==> config.mk <==
export PLATFORM = sky130hd
export DESIGN_NAME = edf_mac_tx_scheduler
export DESIGN_NICKNAME = d
export VERILOG_FILES = /design/src/hw/rtl/edftx_pkg.sv /design/src/hw/rtl/edftx_ctrl.sv /design/src/hw/rtl/edftx_dp.sv /design/src/hw/rtl/edf_mac_tx_scheduler.sv
export VERILOG_INCLUDE_DIRS = /design/src /design/src/hw/rtl
export SDC_FILE = /design/constraint.sdc
export NUM_CORES = 2
export LEC_CHECK = 0
export BUFFER_PORTS_ARGS = -buffer_cell sky130_fd_sc_hd__buf_2
export CORE_MARGIN = 2
export CORE_UTILIZATION = 67
export CTS_CLUSTER_DIAMETER = 50
export DETAILED_ROUTE_END_ITERATION = 8
export PLACE_DENSITY = 0.95
export SETUP_SLACK_MARGIN = 0.15
export SYNTH_ARGS = -nofsm -noshare
export SYNTH_HDL_FRONTEND = slang
export SYNTH_SLANG_ARGS = --single-unit
==> constraint.sdc <==
create_clock -name clock -period 14.6 [get_ports clock]
set_input_delay 0.73 -clock clock [delete_from_list [all_inputs] [get_ports clock]]
set_output_delay 0.73 -clock clock [all_outputs]
set_load 0.02 [all_outputs]
==> src/hw/rtl/edf_mac_tx_scheduler_macros.svh <==
// Assertion macros used by the transmit scheduler datapath.
`ifndef EDF_MAC_TX_SCHEDULER_MACROS_SVH
`define EDF_MAC_TX_SCHEDULER_MACROS_SVH

// Condition holds at every clock edge out of reset.
`define EDFTX_ASSERT_HOLDS(label, clk, rst, cond, msg) \
   label: assert property (@(posedge clk) disable iff (rst) (cond)) else $error(msg);

// Antecedent implies consequent in the same cycle.
`define EDFTX_ASSERT_IMPLIES(label, clk, rst, ante, cons, msg) \
   label: assert property (@(posedge clk) disable iff (rst) (ante) |-> (cons)) else $error(msg);

// Antecedent implies consequent in the next cycle.
`define EDFTX_ASSERT_NEXT(label, clk, rst, ante, cons, msg) \
   label: assert property (@(posedge clk) disable iff (rst) (ante) |=> (cons)) else $error(msg);

`endif

==> src/hw/rtl/edftx_pkg.sv <==
// Package: shared types, constants and control structs of the transmit scheduler.
`timescale 1ns / 1ps
package edftx_pkg;

   // Default parameter values
   localparam int QUEUE_DEPTH_DEF = 16;
   localparam int GAP_BITS_DEF    = 96;

   // Field widths
   localparam int TAG_W    = 16;
   localparam int DL_W     = 32;
   localparam int BITS_W   = 14;
   localparam int VID_W    = 12;
   localparam int BPT_W    = 16;
   localparam int VCNT_W   = 3;
   localparam int KIND_W   = 2;
   localparam int FILL_W   = 5;
   localparam int REM_W    = 17;
   localparam int NUM_VLAN = 4;

   // Register port
   localparam int CSR_AW    = 5;
   localparam int CSR_DW    = 32;
   localparam int REG_IDX_W = 3;

   localparam logic [REG_IDX_W-1:0] REG_BITS_PER_TICK = 3'd0;
   localparam logic [REG_IDX_W-1:0] REG_VLAN_COUNT    = 3'd1;
   localparam logic [REG_IDX_W-1:0] REG_VLAN_A        = 3'd2;
   localparam logic [REG_IDX_W-1:0] REG_VLAN_B        = 3'd3;
   localparam logic [REG_IDX_W-1:0] REG_VLAN_C        = 3'd4;
   localparam logic [REG_IDX_W-1:0] REG_VLAN_D        = 3'd5;

   typedef enum logic [KIND_W-1:0] {
      EV_ACCEPTED  = 2'd0,
      EV_DROP_VLAN = 2'd1,
      EV_DROP_FULL = 2'd2,
      EV_TX_START  = 2'd3
   } event_type;

   // Code 3 is never entered and decodes as idle
   typedef enum logic [1:0] {
      LINE_IDLE = 2'd0,
      LINE_TX   = 2'd1,
      LINE_GAP  = 2'd2
   } line_type;

   typedef struct packed {
      logic [TAG_W-1:0]  tag;
      logic [DL_W-1:0]   deadline;
      logic [BITS_W-1:0] frame_bits;
   } entry_type;

   typedef struct packed {
      logic [BPT_W-1:0]                bits_per_tick;
      logic [VCNT_W-1:0]               vlan_count;
      logic [NUM_VLAN-1:0][VID_W-1:0]  allowed_vlan;
   } cfg_type;

   // Controller to datapath
   typedef struct packed {
      logic      load_in;
      logic      walk_init;
      logic      rd_walk;
      logic      rd_head;
      logic      walk_shift;
      logic      ins_write;
      logic      pop;
      logic      tick;
      logic      emit;
      event_type emit_kind;
      logic      emit_last;
   } cmd_type;

   // Datapath to controller
   typedef struct packed {
      logic is_tick;
      logic vlan_reject;
      logic full;
      logic walk_done;
      logic rd_later;
      logic line_busy;
      logic start_due;
      logic out_free;
   } status_type;

endpackage

==> src/hw/rtl/edftx_ctrl.sv <==
// Controller: sequences filtering, sorted insertion, transmit start and ticks.
`timescale 1ns / 1ps
module edftx_ctrl (
   input  logic                   clock,
   input  logic                   reset,
   input  logic                   req_valid,
   output logic                   req_stall,
   input  edftx_pkg::status_type  status,
   output edftx_pkg::cmd_type     cmd
);
   import edftx_pkg::*;

   typedef enum logic [2:0] {
      S_IDLE,
      S_DECIDE,
      S_WALK_RD,
      S_WALK_CMP,
      S_ACCEPT,
      S_START
   } state_type;

   state_type state_ff;
   state_type state_in;

   // Only the idle state takes a new transaction
   assign req_stall = (state_ff != S_IDLE);

   // Next state and commands
   always_comb begin
      state_in      = state_ff;
      cmd           = '0;
      cmd.emit_kind = EV_ACCEPTED;
      case (state_ff)
         S_IDLE: begin
            if (req_valid) begin
               cmd.load_in = 1'b1;
               state_in    = S_DECIDE;
            end
         end
         S_DECIDE: begin
            priority if (status.is_tick) begin
               cmd.tick = 1'b1;
               if (status.start_due) begin
                  cmd.rd_head = 1'b1;
                  state_in    = S_START;
               end else begin
                  state_in = S_IDLE;
               end
            end else if (status.vlan_reject) begin
               if (status.out_free) begin
                  cmd.emit      = 1'b1;
                  cmd.emit_kind = EV_DROP_VLAN;
                  cmd.emit_last = 1'b1;
                  state_in      = S_IDLE;
               end
            end else if (status.full) begin
               if (status.out_free) begin
                  cmd.emit      = 1'b1;
                  cmd.emit_kind = EV_DROP_FULL;
                  cmd.emit_last = 1'b1;
                  state_in      = S_IDLE;
               end
            end else begin
               cmd.walk_init = 1'b1;
               state_in      = S_WALK_RD;
            end
         end
         // Walk from the tail toward the head, reading and then comparing each entry
         S_WALK_RD: begin
            if (status.walk_done) begin
               cmd.ins_write = 1'b1;
               state_in      = S_ACCEPT;
            end else begin
               cmd.rd_walk = 1'b1;
               state_in    = S_WALK_CMP;
            end
         end
         S_WALK_CMP: begin
            if (status.rd_later) begin
               cmd.walk_shift = 1'b1;
               state_in       = S_WALK_RD;
            end else begin
               cmd.ins_write = 1'b1;
               state_in      = S_ACCEPT;
            end
         end
         S_ACCEPT: begin
            if (status.out_free) begin
               cmd.emit      = 1'b1;
               cmd.emit_kind = EV_ACCEPTED;
               cmd.emit_last = status.line_busy;
               if (status.line_busy) begin
                  state_in = S_IDLE;
               end else begin
                  cmd.rd_head = 1'b1;
                  state_in    = S_START;
               end
            end
         end
         S_START: begin
            if (status.out_free) begin
               cmd.emit      = 1'b1;
               cmd.emit_kind = EV_TX_START;
               cmd.emit_last = 1'b1;
               cmd.pop       = 1'b1;
               state_in      = S_IDLE;
            end
         end
         default: begin
            state_in = S_IDLE;
         end
      endcase
   end

   // State register
   always_ff @(posedge clock) begin
      if (reset) begin
         state_ff <= S_IDLE;
      end else begin
         state_ff <= state_in;
      end
   end

endmodule

==> src/hw/rtl/edftx_dp.sv <==
// Datapath: deadline-sorted circular queue, line timer and result register.
`timescale 1ns / 1ps
module edftx_dp #(
   parameter int QUEUE_DEPTH = edftx_pkg::QUEUE_DEPTH_DEF,
   parameter int GAP_BITS    = edftx_pkg::GAP_BITS_DEF
) (
   input  logic                              clock,
   input  logic                              reset,
   input  edftx_pkg::cfg_type                cfg,
   input  edftx_pkg::cmd_type                cmd,
   output edftx_pkg::status_type             status,
   input  logic                              req_func,
   input  logic [edftx_pkg::TAG_W-1:0]       req_frame_tag,
   input  logic [edftx_pkg::DL_W-1:0]        req_deadline,
   input  logic [edftx_pkg::BITS_W-1:0]      req_frame_bits,
   input  logic                              req_has_vlan_tag,
   input  logic [edftx_pkg::VID_W-1:0]       req_vlan_id,
   output logic                              rsp_valid,
   input  logic                              rsp_stall,
   output logic [edftx_pkg::KIND_W-1:0]      rsp_event_kind,
   output logic [edftx_pkg::TAG_W-1:0]       rsp_out_tag,
   output logic [edftx_pkg::DL_W-1:0]        rsp_out_deadline,
   output logic [edftx_pkg::BITS_W-1:0]      rsp_out_bits,
   output logic [edftx_pkg::FILL_W-1:0]      rsp_queue_fill,
   output logic                              rsp_is_last
);
   import edftx_pkg::*;

`include "edf_mac_tx_scheduler_macros.svh"

   localparam int PTR_W = $clog2(QUEUE_DEPTH);
   localparam int CNT_W = $clog2(QUEUE_DEPTH + 1);
   localparam int SUM_W = PTR_W + 1;
   localparam logic [PTR_W-1:0] LAST_IDX = PTR_W'(QUEUE_DEPTH - 1);
   localparam logic [CNT_W-1:0] FULL_CNT = CNT_W'(QUEUE_DEPTH);
   localparam logic [SUM_W-1:0] DEPTH_S  = SUM_W'(QUEUE_DEPTH);
   localparam logic [REM_W-1:0] GAP_REM  = REM_W'(GAP_BITS);

   // Queue storage, ordered from head_ff onward
   entry_type mem [QUEUE_DEPTH];

   // Latched transaction
   logic              func_ff;
   entry_type         in_entry_ff;
   logic              tagged_ff;
   logic [VID_W-1:0]  vid_ff;

   // Queue and walk state
   logic [CNT_W-1:0]  cnt_ff,   cnt_in;
   logic [PTR_W-1:0]  head_ff,  head_in;
   logic [PTR_W-1:0]  wptr_ff,  wptr_in;
   logic [CNT_W-1:0]  wleft_ff, wleft_in;
   entry_type         rd_data_ff;

   // Line timer
   line_type          line_ff,  line_in;
   logic [REM_W-1:0]  rem_ff,   rem_in;

   // Result register
   logic              rsp_valid_ff, rsp_valid_in;
   logic [KIND_W-1:0] kind_ff;
   entry_type         out_entry_ff;
   logic [FILL_W-1:0] fill_ff;
   logic              last_ff;

   logic [SUM_W-1:0]  tail_sum;
   logic [SUM_W-1:0]  tail_wrap;
   logic [PTR_W-1:0]  tail_idx;
   logic [PTR_W-1:0]  wnext;
   logic [VCNT_W-1:0] vcnt_eff;
   logic              vid_match;
   logic [REM_W-1:0]  bpt_ext;
   logic              rem_above;
   logic              line_busy;

   // VLAN filter against the first vlan_count entries, capped at four
   always_comb begin
      vcnt_eff  = (cfg.vlan_count > VCNT_W'(NUM_VLAN)) ? VCNT_W'(NUM_VLAN) : cfg.vlan_count;
      vid_match = 1'b0;
      for (int i = 0; i < NUM_VLAN; i++) begin
         if ((VCNT_W'(i) < vcnt_eff) && (cfg.allowed_vlan[i] == vid_ff)) begin
            vid_match = 1'b1;
         end
      end
   end

   // Tail index and the slot just above the walk pointer
   always_comb begin
      tail_sum  = {1'b0, head_ff} + SUM_W'(cnt_ff);
      tail_wrap = (tail_sum >= DEPTH_S) ? (tail_sum - DEPTH_S) : tail_sum;
      tail_idx  = tail_wrap[PTR_W-1:0];
      wnext     = (wptr_ff == LAST_IDX) ? '0 : (wptr_ff + 1'b1);
   end

   assign bpt_ext   = REM_W'(cfg.bits_per_tick);
   assign rem_above = (rem_ff > bpt_ext);
   assign line_busy = (line_ff == LINE_TX) || (line_ff == LINE_GAP);

   // Status to the controller
   always_comb begin
      status.is_tick     = func_ff;
      status.vlan_reject = tagged_ff && (vcnt_eff != '0) && !vid_match;
      status.full        = (cnt_ff == FULL_CNT);
      status.walk_done   = (wleft_ff == '0);
      status.rd_later    = (rd_data_ff.deadline > in_entry_ff.deadline);
      status.line_busy   = line_busy;
      status.start_due   = (line_ff == LINE_GAP) && (cfg.bits_per_tick != '0) &&
                           !rem_above && (cnt_ff != '0);
      status.out_free    = !rsp_valid_ff || !rsp_stall;
   end

   // Queue bookkeeping
   always_comb begin
      cnt_in   = cnt_ff;
      head_in  = head_ff;
      wptr_in  = wptr_ff;
      wleft_in = wleft_ff;
      if (cmd.walk_init) begin
         wptr_in  = (tail_idx == '0) ? LAST_IDX : (tail_idx - 1'b1);
         wleft_in = cnt_ff;
      end
      if (cmd.walk_shift) begin
         wptr_in  = (wptr_ff == '0) ? LAST_IDX : (wptr_ff - 1'b1);
         wleft_in = wleft_ff - 1'b1;
      end
      if (cmd.ins_write) begin
         cnt_in = cnt_ff + 1'b1;
      end
      if (cmd.pop) begin
         cnt_in  = cnt_ff - 1'b1;
         head_in = (head_ff == LAST_IDX) ? '0 : (head_ff + 1'b1);
      end
   end

   // Line timer: transmit countdown, then interframe gap
   always_comb begin
      line_in = line_ff;
      rem_in  = rem_ff;
      if (cmd.tick && (cfg.bits_per_tick != '0)) begin
         case (line_ff)
            LINE_TX: begin
               if (rem_above) begin
                  rem_in = rem_ff - bpt_ext;
               end else begin
                  line_in = LINE_GAP;
                  rem_in  = GAP_REM;
               end
            end
            LINE_GAP: begin
               if (rem_above) begin
                  rem_in = rem_ff - bpt_ext;
               end else if (cnt_ff == '0) begin
                  line_in = LINE_IDLE;
                  rem_in  = '0;
               end
            end
            default: begin
               line_in = line_ff;
            end
         endcase
      end
      if (cmd.pop) begin
         line_in = LINE_TX;
         rem_in  = REM_W'(rd_data_ff.frame_bits);
      end
   end

   assign rsp_valid_in = cmd.emit || (rsp_valid_ff && rsp_stall);

   // Control registers
   always_ff @(posedge clock) begin
      if (reset) begin
         cnt_ff       <= '0;
         head_ff      <= '0;
         line_ff      <= LINE_IDLE;
         rem_ff       <= '0;
         rsp_valid_ff <= 1'b0;
      end else begin
         cnt_ff       <= cnt_in;
         head_ff      <= head_in;
         line_ff      <= line_in;
         rem_ff       <= rem_in;
         rsp_valid_ff <= rsp_valid_in;
      end
   end

   // Transaction latch and walk registers
   always_ff @(posedge clock) begin
      if (cmd.load_in) begin
         func_ff                <= req_func;
         in_entry_ff.tag        <= req_frame_tag;
         in_entry_ff.deadline   <= req_deadline;
         in_entry_ff.frame_bits <= req_frame_bits;
         tagged_ff              <= req_has_vlan_tag;
         vid_ff                 <= req_vlan_id;
      end
      wptr_ff  <= wptr_in;
      wleft_ff <= wleft_in;
   end

   // Queue memory: one write port, one registered read port
   always_ff @(posedge clock) begin
      if (cmd.walk_shift) begin
         mem[wnext] <= rd_data_ff;
      end else if (cmd.ins_write) begin
         mem[wnext] <= in_entry_ff;
      end
      if (cmd.rd_walk) begin
         rd_data_ff <= mem[wptr_ff];
      end else if (cmd.rd_head) begin
         rd_data_ff <= mem[head_ff];
      end
   end

   // Result payload
   always_ff @(posedge clock) begin
      if (cmd.emit) begin
         kind_ff      <= cmd.emit_kind;
         out_entry_ff <= (cmd.emit_kind == EV_TX_START) ? rd_data_ff : in_entry_ff;
         fill_ff      <= FILL_W'(cnt_in);
         last_ff      <= cmd.emit_last;
      end
   end

   assign rsp_valid        = rsp_valid_ff;
   assign rsp_event_kind   = kind_ff;
   assign rsp_out_tag      = out_entry_ff.tag;
   assign rsp_out_deadline = out_entry_ff.deadline;
   assign rsp_out_bits     = out_entry_ff.frame_bits;
   assign rsp_queue_fill   = fill_ff;
   assign rsp_is_last      = last_ff;

   // Checks
   `EDFTX_ASSERT_HOLDS(a_fill_bound, clock, reset, cnt_ff <= FULL_CNT, "queue fill above depth")
   `EDFTX_ASSERT_IMPLIES(a_pop_nonempty, clock, reset, cmd.pop, cnt_ff != '0, "pop from empty queue")
   `EDFTX_ASSERT_IMPLIES(a_insert_room, clock, reset, cmd.ins_write, cnt_ff != FULL_CNT, "insert into full queue")
   `EDFTX_ASSERT_IMPLIES(a_emit_free, clock, reset, cmd.emit, !rsp_valid_ff || !rsp_stall, "result register overwritten")
   `EDFTX_ASSERT_NEXT(a_pop_starts_tx, clock, reset, cmd.pop, (line_ff == LINE_TX) && (rem_ff == REM_W'($past(rd_data_ff.frame_bits))), "transmit start did not load frame length")

endmodule

==> src/hw/rtl/edf_mac_tx_scheduler.sv <==
// Top level: register port, scheduler controller and datapath.
// Enqueue: a dropped frame is answered from the decision state; an accepted one is placed
//   by a sorted walk that reads and compares each later-deadline frame (single read port),
//   a walk step that meets an earlier entry ends it, and an idle line adds a transmit start.
// Tick: counts down the line, may start a frame. A stalled result holds the controller.
// Reset clears registers to defaults, the line to idle and the queue to empty;
//   queue memory contents are not cleared.
`timescale 1ns / 1ps
module edf_mac_tx_scheduler #(
   parameter int QUEUE_DEPTH = edftx_pkg::QUEUE_DEPTH_DEF,
   parameter int GAP_BITS    = edftx_pkg::GAP_BITS_DEF
) (
   input  logic                              clock,
   input  logic                              reset,
   // Request channel
   input  logic                              req_valid,
   output logic                              req_stall,
   input  logic                              req_func,
   input  logic [edftx_pkg::TAG_W-1:0]       req_frame_tag,
   input  logic [edftx_pkg::DL_W-1:0]        req_deadline,
   input  logic [edftx_pkg::BITS_W-1:0]      req_frame_bits,
   input  logic                              req_has_vlan_tag,
   input  logic [edftx_pkg::VID_W-1:0]       req_vlan_id,
   // Response channel
   output logic                              rsp_valid,
   input  logic                              rsp_stall,
   output logic [edftx_pkg::KIND_W-1:0]      rsp_event_kind,
   output logic [edftx_pkg::TAG_W-1:0]       rsp_out_tag,
   output logic [edftx_pkg::DL_W-1:0]        rsp_out_deadline,
   output logic [edftx_pkg::BITS_W-1:0]      rsp_out_bits,
   output logic [edftx_pkg::FILL_W-1:0]      rsp_queue_fill,
   output logic                              rsp_is_last,
   // Register port
   input  logic                              csr_psel,
   input  logic                              csr_penable,
   input  logic                              csr_pwrite,
   input  logic [edftx_pkg::CSR_AW-1:0]      csr_paddr,
   input  logic [edftx_pkg::CSR_DW-1:0]      csr_pwdata,
   output logic [edftx_pkg::CSR_DW-1:0]      csr_prdata,
   output logic                              csr_pready
);
   import edftx_pkg::*;

   logic [BPT_W-1:0]  bpt_ff,  bpt_in;
   logic [VCNT_W-1:0] vcnt_ff, vcnt_in;
   logic [NUM_VLAN-1:0][VID_W-1:0] vlan_ff, vlan_in;
   logic [REG_IDX_W-1:0] reg_idx;
   logic              csr_wr;
   cfg_type           cfg;
   cmd_type           cmd;
   status_type        status;

   assign csr_pready = 1'b1;
   assign reg_idx    = csr_paddr[CSR_AW-1:2];
   assign csr_wr     = csr_psel && csr_penable && csr_pwrite;

   // Register write decode
   always_comb begin
      bpt_in  = bpt_ff;
      vcnt_in = vcnt_ff;
      vlan_in = vlan_ff;
      if (csr_wr) begin
         case (reg_idx)
            REG_BITS_PER_TICK: bpt_in     = csr_pwdata[BPT_W-1:0];
            REG_VLAN_COUNT:    vcnt_in    = csr_pwdata[VCNT_W-1:0];
            REG_VLAN_A:        vlan_in[0] = csr_pwdata[VID_W-1:0];
            REG_VLAN_B:        vlan_in[1] = csr_pwdata[VID_W-1:0];
            REG_VLAN_C:        vlan_in[2] = csr_pwdata[VID_W-1:0];
            REG_VLAN_D:        vlan_in[3] = csr_pwdata[VID_W-1:0];
            default:           bpt_in     = bpt_ff;
         endcase
      end
   end

   // Register read mux
   always_comb begin
      case (reg_idx)
         REG_BITS_PER_TICK: csr_prdata = CSR_DW'(bpt_ff);
         REG_VLAN_COUNT:    csr_prdata = CSR_DW'(vcnt_ff);
         REG_VLAN_A:        csr_prdata = CSR_DW'(vlan_ff[0]);
         REG_VLAN_B:        csr_prdata = CSR_DW'(vlan_ff[1]);
         REG_VLAN_C:        csr_prdata = CSR_DW'(vlan_ff[2]);
         REG_VLAN_D:        csr_prdata = CSR_DW'(vlan_ff[3]);
         default:           csr_prdata = '0;
      endcase
   end

   // Configuration registers
   always_ff @(posedge clock) begin
      if (reset) begin
         bpt_ff  <= BPT_W'(1);
         vcnt_ff <= '0;
         vlan_ff <= '0;
      end else begin
         bpt_ff  <= bpt_in;
         vcnt_ff <= vcnt_in;
         vlan_ff <= vlan_in;
      end
   end

   assign cfg.bits_per_tick = bpt_ff;
   assign cfg.vlan_count    = vcnt_ff;
   assign cfg.allowed_vlan  = vlan_ff;

   edftx_ctrl u_ctrl (
      .clock     (clock),
      .reset     (reset),
      .req_valid (req_valid),
      .req_stall (req_stall),
      .status    (status),
      .cmd       (cmd)
   );

   edftx_dp #(
      .QUEUE_DEPTH (QUEUE_DEPTH),
      .GAP_BITS    (GAP_BITS)
   ) u_dp (
      .clock            (clock),
      .reset            (reset),
      .cfg              (cfg),
      .cmd              (cmd),
      .status           (status),
      .req_func         (req_func),
      .req_frame_tag    (req_frame_tag),
      .req_deadline     (req_deadline),
      .req_frame_bits   (req_frame_bits),
      .req_has_vlan_tag (req_has_vlan_tag),
      .req_vlan_id      (req_vlan_id),
      .rsp_valid        (rsp_valid),
      .rsp_stall        (rsp_stall),
      .rsp_event_kind   (rsp_event_kind),
      .rsp_out_tag      (rsp_out_tag),
      .rsp_out_deadline (rsp_out_deadline),
      .rsp_out_bits     (rsp_out_bits),
      .rsp_queue_fill   (rsp_queue_fill),
      .rsp_is_last      (rsp_is_last)
   );

endmodule

==> impl_metrics.toml <==
[timing]
setup_viol = 0
post-route-period-util_pct = 39.7
rsz0062_at_grt = "false"
skew_ns = 0.0362
worst-slew-pin-transition_ns = 1.50
hold_viol = 0
tns_ns = 0
postLayoutSetupSlackWorst_ns = 8.81
fin_crit_ns = 5.79
maxSlewViolCount = 2
fmax_mhz = 173
relSlewSlack_pct = -1.27
holdWs_ns = 0.138

[global_routing]
grt_max_degree = 158
grt_pass1_vias = 41204
grt.total_usage_pct = 43.8
grt_pass1_wl_mm = 289
antenna_found_initial = 8
grt_overflow_total = 0

[floorplanning]
die_area_sq_um = 93700
dieWidth_um = 306
floorplan.initialDensity_pct = 67.7
dieHeight_um = 306
num_rows = 110
io_pins = 225
core_area_sq_um = 90300

[cts]
cts.sink_count = 1316
clock_tree.root_cell = "clkbuf_16"
numCtsBuffers = 137
clk_pin_slew_ns = 0.06
hold_buffers = 0
htree_levels = 4
cts_resized = 0
worstSkewPairLatency_ns = 0.77
clockBufferDepth = 3
cts_tree = "done"
cts_setup_buffers = 0

[critical_path]
end_kind = "flop"
startpoint = "u_dp.rd_data_ff[36]$_DFFE_PP_"
required_ns = 15.06
worstSetupPathType = "reg -> reg"
crit_path_start_kind = "flop"
crit_path_max_fanout = 33
reg2reg_slack_ns = 8.81
arrival_ns = 6.25
r2r_cells = 10
timing.rr.start = "u_dp.rd_data_ff[36]$_DFFE_PP_"

[layout]
fin_nets = 3766
fin_cells = 4859
drive_above_1_share_pct = 31.5
post-route-util_pct = 74.7
layout_common_cells = "1209 x edfxtp_1, 622 x mux4_2, 428 x nand2_1, 189 x buf_2, 142 x clkbuf_16"
final_cell_area_sq_um = 67500
final_common_cell = "edfxtp_1"
syn_to_final_growth_pct = 10.4

[run_status]
violations = "DRC, capacitance limit, slew limit"
status = "complete, but fails checks"

[routing]
drc = 2
totalWireLength_mm = 200
viasPerCell = 8.33
wl_per_cell_um = 41.3
first_iter_violations = 8048
wl_met2_mm = 91.8
ant_nets = 0
met3WireLength_mm = 31.4
wl_met1_mm = 56.7
dr.pass1.iters = 9
top_layer = "met5"
vias = 40454

[logic_synthesis]
synth.distinct_cells = 68
synth_top_cell_area_share_pct = 59.4
synth_area_leaders = "edfxtp_1 59%, mux4_2 23%, dfxtp_1 3.5%"
syn_avg_cell_area_sq_um = 17.9
yosys_most_used_dff = "edfxtp_1"
synth_seq_cells = 1316
post-synth-top-area-cell = "edfxtp_1"
synth_edf_count = 1209
ys_seq_area_share_pct = 62.9
syn_area_sq_um = 61100
async_flop_share_pct = 0
synth.yosys.warnings = 0
synthCells = 3424

[power_and_ir_drop]
power_mw = 8.06
p_leak_nw = 22.3
ir_worst_vdd_mv = 0.0925
powerDensity_nw_per_um2 = 119

[place]
dpl.cell_count = 4616
dpl-instance-area_sq_um = 63200
gp_congestion = 0.884
place_hpwl_mm = 103
place_ws_ns = 9.41
port_buffers = 189

[flow_run]
maxCapViolCount = 1

[worst_hold_path]
min_from = "req_frame_tag[1]"
hp-class = "in -> reg"
min_path_cells = 1
==> layer usage <==
metal,global-route usage (%),vias up
met5,0,-
met4,34.4,8
met3,15.7,1579
met2,66.2,5147
met1,51.6,19510
li1,-,14210
==> worst max-delay path: stages, from the launching register on <==
cell       delay [ns]
edfxtp_1         0.48
ha_1             0.37
nand2_1          0.12
o21ai_0          0.98
a22oi_1          0.33
nand3_1          0.27
o2111ai_2        0.40
and3_2           0.39
o21ai_4          0.66
buf_4            0.83
mux2_2           0.55
==> synthesized netlist by cell type (22+ instances only) <==
cell type / n
a21oi_1: 73
mux4_2: 622
xnor2_1: 51
ha_1: 65
buf_1: 68
o21ai_0: 54
mux2_4: 59
dfxtp_1: 107
nor3_1: 22
mux2i_1: 56
inv_1: 85
edfxtp_1: 1209
clkbuf_1: 137
nand2_1: 429
nor2_1: 107
==> state kept, by name, summed over array words and instances, names as in the netlist, 12 cells and up, named ones only <==
register               count
u_dp.rsp_out_tag          16
u_dp.in_entry_ff          62
u_dp.rsp_out_bits         14
u_dp.vid_ff               12
u_dp.mem                 992
bpt_ff                    16
u_dp.rd_data_ff           62
u_dp.rsp_out_deadline     32
u_dp.rem_ff               17
cfg                       48
==> power by group <==
| part | internal (mW) | switching, mW |
|---|---|---|
| Combinational | 0.174 | 0.264 |
| Sequential | 4.14 | 0.0539 |
| Clock | 1.89 | 1.55 |
| Total | 6.20 | 1.86 |
==> kinds of logic after synthesis <==
logic type	Yosys count	share of synthesized area, %
AO/OA/AOI/OAI	243	2.57
XOR/XNOR	71	1.02
adder cells (fa/ha/maj)	67	1.40
buffers and inverters	324	2.19
flip-flops	1316	62.9
multiplexers	745	25.4
other	2	0.0123
AND/OR/NAND/NOR	656	4.49
==> final timing paths <==
| kind | to |
|---|---|
| max | u_dp.mem[3][61]$_DFFE_PP_ |
| max reg2reg | u_dp.mem[3][61]$_DFFE_PP_ |
| min reg2reg | cfg[22]$_SDFFE_PP0P_ |
| min | u_dp.in_entry_ff[47]$_DFFE_PP_ |
==> layout make-up <==
cell class | instances | area, sq um
inverters | 85 | 319
clock inverters | 71 | 542
fillers | 4294 | 22800
repair buffers | 240 | 1370
well taps | 1176 | 1470
flip-flops and latches | 1316 | 38500
multi-input cells | 1799 | 21600
diodes | 3 | 7.51
clock buffers | 169 | 3680
No activity file was read; power rests on OpenSTA's default activity.
